File: src/hdl/unicode_name_validator_assert.svh
// Assertion macros for the name validator.
`ifndef UNICODE_NAME_VALIDATOR_ASSERT_SVH
`define UNICODE_NAME_VALIDATOR_ASSERT_SVH

// Same-cycle implication, checked outside reset.
`define UNV_ASSERT_NOW(label, ante, cons, msg) \
  label: assert property (@(posedge clk) disable iff (rst) (ante) |-> (cons)) else $error(msg);

// Next-cycle implication, checked outside reset.
`define UNV_ASSERT_NEXT(label, ante, cons, msg) \
  label: assert property (@(posedge clk) disable iff (rst) (ante) |=> (cons)) else $error(msg);

`endif

File: src/hdl/unv_pkg.sv
`timescale 1ns / 1ps

package unv_pkg;

  localparam int unsigned CharW  = 8;
  localparam int unsigned ValueW = 21;
  localparam int unsigned CountW = 3;

  localparam logic [CharW-1:0]  PrefixChar   = 8'h75;  // 'u'
  localparam logic [CharW-1:0]  SepChar      = 8'h5F;  // '_'
  localparam logic [ValueW-1:0] MaxCodePoint = 21'h10FFFF;
  localparam logic [ValueW-1:0] SurrLow      = 21'h00D800;
  localparam logic [ValueW-1:0] SurrHigh     = 21'h00DFFF;
  localparam logic [ValueW-1:0] BmpMax       = 21'h00FFFF;
  localparam logic [CountW-1:0] BmpDigits    = 3'd4;
  localparam logic [CountW-1:0] CountMax     = 3'd7;

  // Per-name scan state
  typedef struct packed {
    logic              seen_prefix;
    logic              failed;
    logic [ValueW-1:0] group_value;
    logic [CountW-1:0] digit_count;
    logic              leading_zero;
  } scan_t;

  localparam scan_t ScanReset = '{
    seen_prefix:  1'b0,
    failed:       1'b0,
    group_value:  '0,
    digit_count:  '0,
    leading_zero: 1'b0
  };

endpackage

File: src/hdl/unv_step.sv
`timescale 1ns / 1ps

// One byte of the name applied to the scan state.
module unv_step (
  input  unv_pkg::scan_t                 cur,
  input  logic [unv_pkg::CharW-1:0]      char_code,
  input  logic                           is_last,
  output unv_pkg::scan_t                 nxt,
  output logic                           valid_res
);

  // A finished group is non-empty, not a surrogate, and has the right digits
  function automatic logic group_ok(unv_pkg::scan_t s);
    logic ok;
    ok = 1'b1;
    if (s.digit_count == '0) begin
      ok = 1'b0;
    end else if (s.group_value >= unv_pkg::SurrLow && s.group_value <= unv_pkg::SurrHigh) begin
      ok = 1'b0;
    end else if (s.group_value > unv_pkg::BmpMax) begin
      ok = !s.leading_zero;
    end else begin
      ok = (s.digit_count == unv_pkg::BmpDigits);
    end
    return ok;
  endfunction

  logic                         is_digit;
  logic [3:0]                   dval;
  logic [unv_pkg::ValueW+3:0]   shifted;
  unv_pkg::scan_t               after;

  // Uppercase hex decode
  always_comb begin
    is_digit = 1'b0;
    dval     = '0;
    if (char_code >= 8'h30 && char_code <= 8'h39) begin
      is_digit = 1'b1;
      dval     = 4'(char_code - 8'h30);
    end else if (char_code >= 8'h41 && char_code <= 8'h46) begin
      is_digit = 1'b1;
      dval     = 4'(char_code - 8'h37);
    end
  end

  assign shifted = {cur.group_value, 4'b0000} + {{unv_pkg::ValueW{1'b0}}, dval};

  // State after this byte
  always_comb begin
    after = cur;
    if (!cur.seen_prefix) begin
      after.seen_prefix = 1'b1;
      if (char_code != unv_pkg::PrefixChar) after.failed = 1'b1;
    end else if (char_code == unv_pkg::SepChar) begin
      if (!group_ok(cur)) after.failed = 1'b1;
      after.group_value  = '0;
      after.digit_count  = '0;
      after.leading_zero = 1'b0;
    end else if (!is_digit) begin
      after.failed = 1'b1;
    end else begin
      if (cur.digit_count == '0) after.leading_zero = (dval == 4'd0);
      if (shifted > {4'b0000, unv_pkg::MaxCodePoint}) after.failed = 1'b1;
      after.group_value = shifted[unv_pkg::ValueW-1:0];
      if (cur.digit_count != unv_pkg::CountMax) after.digit_count = cur.digit_count + 3'd1;
    end
  end

  // Final verdict on the last byte, then back to reset
  assign valid_res = !after.failed && group_ok(after);
  assign nxt       = is_last ? unv_pkg::ScanReset : after;

endmodule

File: src/hdl/unicode_name_validator.sv
`timescale 1ns / 1ps

// Channel | Signals                          | Item
// --------+----------------------------------+-----------------------------
// in      | in_valid, in_ready, char_code,   | one byte of the name,
//         | is_last                          | is_last on the final byte
// out     | out_valid, out_ready, valid_res  | one verdict per name
//
// One byte per cycle unless a last byte stalls; scan updates once per byte.
// out_valid is registered as the last byte leaves the input register.
// rst (synchronous) clears the input stage, the scan state and the result.
// A stalled result blocks only a held last byte; other bytes keep flowing.

module unicode_name_validator (
  input  logic                       clk,
  input  logic                       rst,
  input  logic                       in_valid,
  output logic                       in_ready,
  input  logic [unv_pkg::CharW-1:0]  char_code,
  input  logic                       is_last,
  output logic                       out_valid,
  input  logic                       out_ready,
  output logic                       valid_res
);

`include "unicode_name_validator_assert.svh"

  logic                       s1_valid;
  logic [unv_pkg::CharW-1:0]  s1_char;
  logic                       s1_last;
  logic                       advance;
  logic                       last_done;
  logic                       out_free;
  logic                       verdict;
  unv_pkg::scan_t             scan;
  unv_pkg::scan_t             scan_next;

  // Handshake: a held byte moves on unless it is last and the result is full
  assign out_free  = !out_valid || out_ready;
  assign advance   = s1_valid && (!s1_last || out_free);
  assign last_done = advance && s1_last;
  assign in_ready  = !s1_valid || advance;

  // Input register
  always_ff @(posedge clk) begin
    if (rst) begin
      s1_valid <= 1'b0;
    end else if (in_ready) begin
      s1_valid <= in_valid;
    end
    if (in_valid && in_ready) begin
      s1_char <= char_code;
      s1_last <= is_last;
    end
  end

  unv_step u_step (
    .cur       (scan),
    .char_code (s1_char),
    .is_last   (s1_last),
    .nxt       (scan_next),
    .valid_res (verdict)
  );

  // Scan state
  always_ff @(posedge clk) begin
    if (rst) begin
      scan <= unv_pkg::ScanReset;
    end else if (advance) begin
      scan <= scan_next;
    end
  end

  // Result register
  always_ff @(posedge clk) begin
    if (rst) begin
      out_valid <= 1'b0;
    end else if (last_done) begin
      out_valid <= 1'b1;
    end else if (out_ready) begin
      out_valid <= 1'b0;
    end
    if (last_done) begin
      valid_res <= verdict;
    end
  end

  // Checks
  `UNV_ASSERT_NEXT(a_reset_after_last, last_done, scan == unv_pkg::ScanReset, "scan not cleared")
  `UNV_ASSERT_NOW(a_idle_state_clean, !scan.seen_prefix, scan == unv_pkg::ScanReset, "dirty idle")
  `UNV_ASSERT_NOW(a_result_from_last, $rose(out_valid), $past(last_done), "result without last")
  `UNV_ASSERT_NOW(a_no_overwrite, last_done, out_free, "result overwritten while held")

endmodule
File: config.mk
export PLATFORM = sky130hd
export DESIGN_NAME = unicode_name_validator
export DESIGN_NICKNAME = d
export VERILOG_FILES = /design/src/hdl/unv_pkg.sv /design/src/hdl/unv_step.sv /design/src/hdl/unicode_name_validator.sv
export VERILOG_INCLUDE_DIRS = /design/src /design/src/hdl
export SDC_FILE = /design/constraint.sdc
export NUM_CORES = 1
export LEC_CHECK = 0
export BUFFER_PORTS_ARGS = -buffer_cell sky130_fd_sc_hd__buf_2
export CELL_PAD_IN_SITES_DETAIL_PLACEMENT = 1
export CELL_PAD_IN_SITES_GLOBAL_PLACEMENT = 1
export CORE_ASPECT_RATIO = 2
export CORE_UTILIZATION = 44
export CTS_CLUSTER_SIZE = 40
export DETAILED_ROUTE_END_ITERATION = 6
export PLACE_DENSITY = 0.77
export SLEW_MARGIN = 40
export SYNTH_ARGS = -nofsm -noshare
export SYNTH_HDL_FRONTEND = slang
export SYNTH_SLANG_ARGS = --single-unit
File: constraint.sdc
create_clock -name clk -period 4.05 [get_ports clk]
set_input_delay 0.405 -clock clk [delete_from_list [all_inputs] [get_ports clk]]
set_output_delay 0.405 -clock clk [all_outputs]
set_load 0.005 [all_outputs]
# == Yosys cells after proc, flatten, opt, wreduce, memory -nomap -nowiden ==
# Index checks and enable logic that the tools add are counted.
# classes
n_addsub,4
mux,25
eq_ne,5
n_reduce_logical,21
n_lt_le_gt_ge,11
# op_table
operator,n
$mux W25,2
$ge A21 B16 Y1 const B,2
$gt A21 B16 Y1 const B,2
$le A21 B16 Y1 const B,2
$mux W27,1
$mux W26,1
$add A25 B4 Y25,1
$gt A25 B21 Y1 const B,1
$mux W1,18
$eq A8 B7 Y1 const B,1
$ge A8 B6 Y1 const B,1
$ge A8 B7 Y1 const B,1
$le A8 B6 Y1 const B,1
$le A8 B7 Y1 const B,1
$logic_and A1 B1 Y1,8
$mux W4,2
$ne A8 B7 Y1 const B,1
$eq A3 B3 Y1 const B,2
$logic_not A1 Y1,6
$logic_not A3 Y1,2
$logic_not A4 Y1,1
$sub A4 B1 Y4 const B,1
$sub A4 B3 Y4 const B,1
$add A3 B1 Y3 const B,1
4 further kinds,6
# word_totals
wordCells,76
out_inout_bits,3
reg_bits,39

# == Logic depth before layout (Yosys ltp) ==
# depth
word_depth,15
mapped_depth,10
depth_no_buf,8

# == Hierarchy ==
# From an unflattened synthesis, not the netlist that was laid out.
# unflattened
hier_cells,305
hier_area_um2,2596.2
# by_module_without_submodules
module,area_per_inst_um2,n_inst,seq_area_each_um2,cells_each
unicode_name_validator,1624.1,1,880.8,138
unv_step,972.2,1,0.0,167

# == Worst setup path before layout ==
# Ideal clock, no wire load.
# synth_timing
kind,register -> register
from,reg s1_char[0] (netlist bit)
to,reg valid_res (data pin)
path_slack_ns,1.530
arrival_time_ns,2.265
path_stages_with_launch,10
path_cell_list,edfxtp_1 inv_1 ha_1 or3b_1 and4_1 buf_6 o21a_4 o311ai_0 a221o_1 nor2_1
# synth_via
elab_chain_len,14
word_cells_on_any_way,37
classes_between,3 x add/sub; 8 x order compare; 3 x eq/ne; 15 x mux; 8 x reduce/logical
# synth_lines
element,line_no,rtl
"start, declared",unicode_name_validator.sv:29,logic [unv_pkg::CharW-1:0] s1_char;
"start signal, assigned",unicode_name_validator.sv:52,s1_char <= char_code;
"parallel branches: the longest is 13 deep, another holds $add A25 B4 Y25",--,
$logic_and A1 B1 Y1 *,unv_step.sv:70,assign valid_res = !after.failed && group_ok(after);
via u_step.valid_res,unv_step.sv:9,output logic valid_res
"end signal, assigned",unicode_name_validator.sv:84,valid_res <= verdict;
"end, declared",unicode_name_validator.sv:23,output logic valid_res
# Mark *: on every way through the listed nets, which the timed path passes.
# A chain may end at the register's enable or synchronous reset.

# == Worst setup path in the final report ==
# layout_timing
from,reg s1_char[0] (netlist bit)
to,reg scan[21] (netlist bit)
# layout_via
elab_chain_len,9
word_cells_on_any_way,18
classes_between,3 x add/sub; 4 x order compare; 1 x eq/ne; 8 x mux; 2 x reduce/logical
# layout_lines
element,line_no,rtl
$ge A8 B7 Y1 or $le A8 B7 Y1 (tied branches),unv_step.sv:40,end else if (char_code >= 8'h41 && char_code <= 8'h46) begin
$logic_and A1 B1 Y1,unv_step.sv:40,
$mux W4,unv_step.sv:40,
$mux W4,unv_step.sv:37,if (char_code >= 8'h30 && char_code <= 8'h39) begin
$add A25 B4 Y25,unv_step.sv:46,"assign shifted = {cur.group_value, 4'b0000} + {{unv_pkg::ValueW{1'b0}}, dval};"
$mux W25,unv_step.sv:59,end else if (!is_digit) begin
$mux W26 *,unv_step.sv:54,end else if (char_code == unv_pkg::SepChar) begin
$mux W25 *,unv_step.sv:51,if (!cur.seen_prefix) begin
$mux W27 *,unv_step.sv:71,assign nxt = is_last ? unv_pkg::ScanReset : after;
"end signal, assigned",unicode_name_validator.sv:68,scan <= unv_pkg::ScanReset;
"end signal, assigned",unicode_name_validator.sv:70,scan <= scan_next;
"end, declared",unicode_name_validator.sv:35,unv_pkg::scan_t scan;
# Every way passes the cells marked *; elsewhere a longest branch is shown, timed or not.

==> impl_metrics.toml <==
[run_status]
status = "completed"

[job]
max-cap-violations = 0

[worst_setup_path]
critical_path.max_stage_delay_ns = 0.71
worst-path-buf-inv = 1
crit_path_top_delay_cell = "o31ai_4"
cp.arrival_ns = 3.23
path_class = "reg2reg"
endpoint_kind = "flip-flop"
cp.required_ns = 4.28
cp_top_family = "compound AO/OA/AOI/OAI gates"
worstPathMaxFanout = 19
crit_chain = "inv_1, ha_1, or3b_1, and4_1, o21a_4, o31ai_4, a22oi_1, nor2_1"
startpoint_type = "flip-flop"
timing.rr.start = "s1_char[0]"
startpoint = "s1_char[0]"

[timing]
fin_ws_ns = 1.050
rsz0062_at_grt = "false"
min_period_ns = 3.000
slew_violations = 0
slew_headroom_pct = 47.52
max_freq_ghz = 0.3333
tns_ns = 0
hold_viol_final = 0
worst_slew_pin_slew_ns = 0.7872
finalSetupViolCount = 0
finClkSkew_ns = 0.009748
layout_worst_path_cycle_share_pct = 74.08

[synth]
async_flop_share_pct = 0
syn_avg_cell_area_um2 = 9.448
ys.flop_type = "dfxtp_1"
yosysWarnings = 0
synth-seq-cells = 39
synth_edf_count = 10
synth_cell_types = 48
syn_inst = 205
ys_seq_area_share_pct = 45.48
syn-num-nets = 223
synth_area_mm2 = 0.001937

[die]
coreArea_mm2 = 0.004170
start_util_pct = 46.44
die-area_mm2 = 0.004688
ios = 16
placement_rows = 33
die_h_um = 95.83
die_x_um = 48.92

[clocking]
cts.hold.buffers_added = 0
htree_levels = 2
postCtsSetupBuffers = 0
numCtsBuffers = 5
clockRootBuffer = "clkbuf_8"
clk_latency_ns = 0.30
path_clk_slew_ns = 0.07
cts_buffer_depth = 2
clock-sinks = 39
cts-resized-gates = 0
cts_tree = "yes"

[placement]
hpwl_mm = 3.707
port_buffers = 15
dpl_cell_area_mm2 = 0.002051
dp_cells = 265
place_congestion = 0.9397
dp_worst_setup_slack_ns = 1.073

[worst_hold_path]
hold_path.class = "in2reg"
min_from = "is_last"

[final_layout]
layout_commonest_cell = "nor2_1"
nNetsFinal = 238
drive_gt1_share_pct = 15.38
final_area_mm2 = 0.002163
fin_cells = 273
syn2layout_area_growth_pct = 11.69
antenna_cells = 0
final_cell_mix = "35 x nor2_1, 29 x dfxtp_1, 21 x a22oi_1"
n_fill_cell = 510

[global_route]
grt_pass1_vias = 1696
gr-total-overflow = 0
antenna_found_initial = 0
grt_max_degree = 32
grtUsageTotal_pct = 23.03
grt_pass1_wl_mm = 7.990

[detailed_routing]
drc = 0
wl_per_cell_um = 17.84
via_count = 1619
drtIter0Drc = 44
dr.pass1.iters = 4
detail_route.vias_per_cell = 5.930
wirelength_mm = 4.871
ant_nets = 0

[pwr]
peakVddDrop_v = 0.0002486
p_per_area_mw_per_mm2 = 357.3
total_power_uw = 772.9
p_leak_uw = 0.0008075
-- where the power goes --
part           switching (µW)  total, µW  internal [µW]
Clock                     135        309            174
Sequential               9.95        417            407
Combinational            29.0       46.4           17.4
-- synthesized netlist by cell type, types with 2 or more instances --
cell       count  area, µm²
inv_1          8      30.03
or3_1          2      12.51
or2_2          2      12.51
o21ai_0        6      30.03
nand4_1        3      18.77
buf_2          2      10.01
nand2_1        6      22.52
dfxtp_1       29      580.6
clkbuf_1       6      22.52
mux2i_1        6      60.06
edfxtp_1      10      300.3
nor2_1        35      131.4
nor3_1         3      15.01
nor4b_1        2      17.52
a21oi_1       10      50.05
buf_6          2      22.52
or4_1          4      30.03
a22oi_1       21      157.7
nand2b_1       4      25.02
nand3_1        4      20.02
mux2_2         2      22.52
nor2b_1        6      37.54
a31oi_1        2      12.51
ha_1           5      62.56
o2bb2ai_1      2      17.52
-- state kept, by name, indices dropped and copies added (netlist names) --
name       flops
s1_char        8
valid_res      1
s1_valid       1
s1_last        1
out_valid      1
scan          27
-- cell families (layout without fill, tap and decap cells) --
family | after synthesis | in the layout | share of synthesized area (%)
AO/OA/AOI/OAI | 57 | 57 | 22.03
adder cells (fa/ha/maj) | 5 | 5 | 3.230
buffers and inverters | 18 | 34 | 4.393
flip-flops | 39 | 39 | 45.48
multiplexers | 8 | 8 | 4.264
AND/OR/NAND/NOR | 78 | 78 | 20.61
-- worst paths after layout --
| path | to | slack [ns] | depth (start not counted) |
|---|---|---|---|
| min | s1_last | 0.28 | 1 |
| max | scan[21] | 1.05 | 8 |
| max reg2reg | scan[21] | 1.05 | 8 |
| min reg2reg | scan[25] | 0.49 | 2 |
-- metrics by stage --
step           utilization [%]  hold WS [ns]
2_1_floorplan                -        0.4457
4_1_cts                  51.88        0.2771
3_3_place_gp             49.02        0.4631
6_report                 51.88        0.2840
3_5_place_dp             49.17        0.4713
5_1_grt                  51.88        0.2697
-- cell type report --
type                       count  area [µm²]  area share (%)
multi-input combinational    148       977.2           45.17
timing repair buffer          18       97.59           4.511
inverter                       8       30.03           1.388
sequential                    39       880.8           40.72
clock buffer                   7       107.6           4.974
clock inverter                 1       5.005          0.2313
tap                           52       65.06           3.008
-- per-layer routing --
| layer | up-vias | routed length, µm | track usage, % |
|---|---|---|---|
| met5 | - | 0 | 0 |
| met3 | 8 | 105 | 4.265 |
| li1 | 787 | - | - |
| met4 | 0 | 95 | 10.05 |
| met1 | 798 | 1792 | 21.96 |
| met2 | 26 | 2877 | 46.41 |
(Power assumes the default switching activity.)
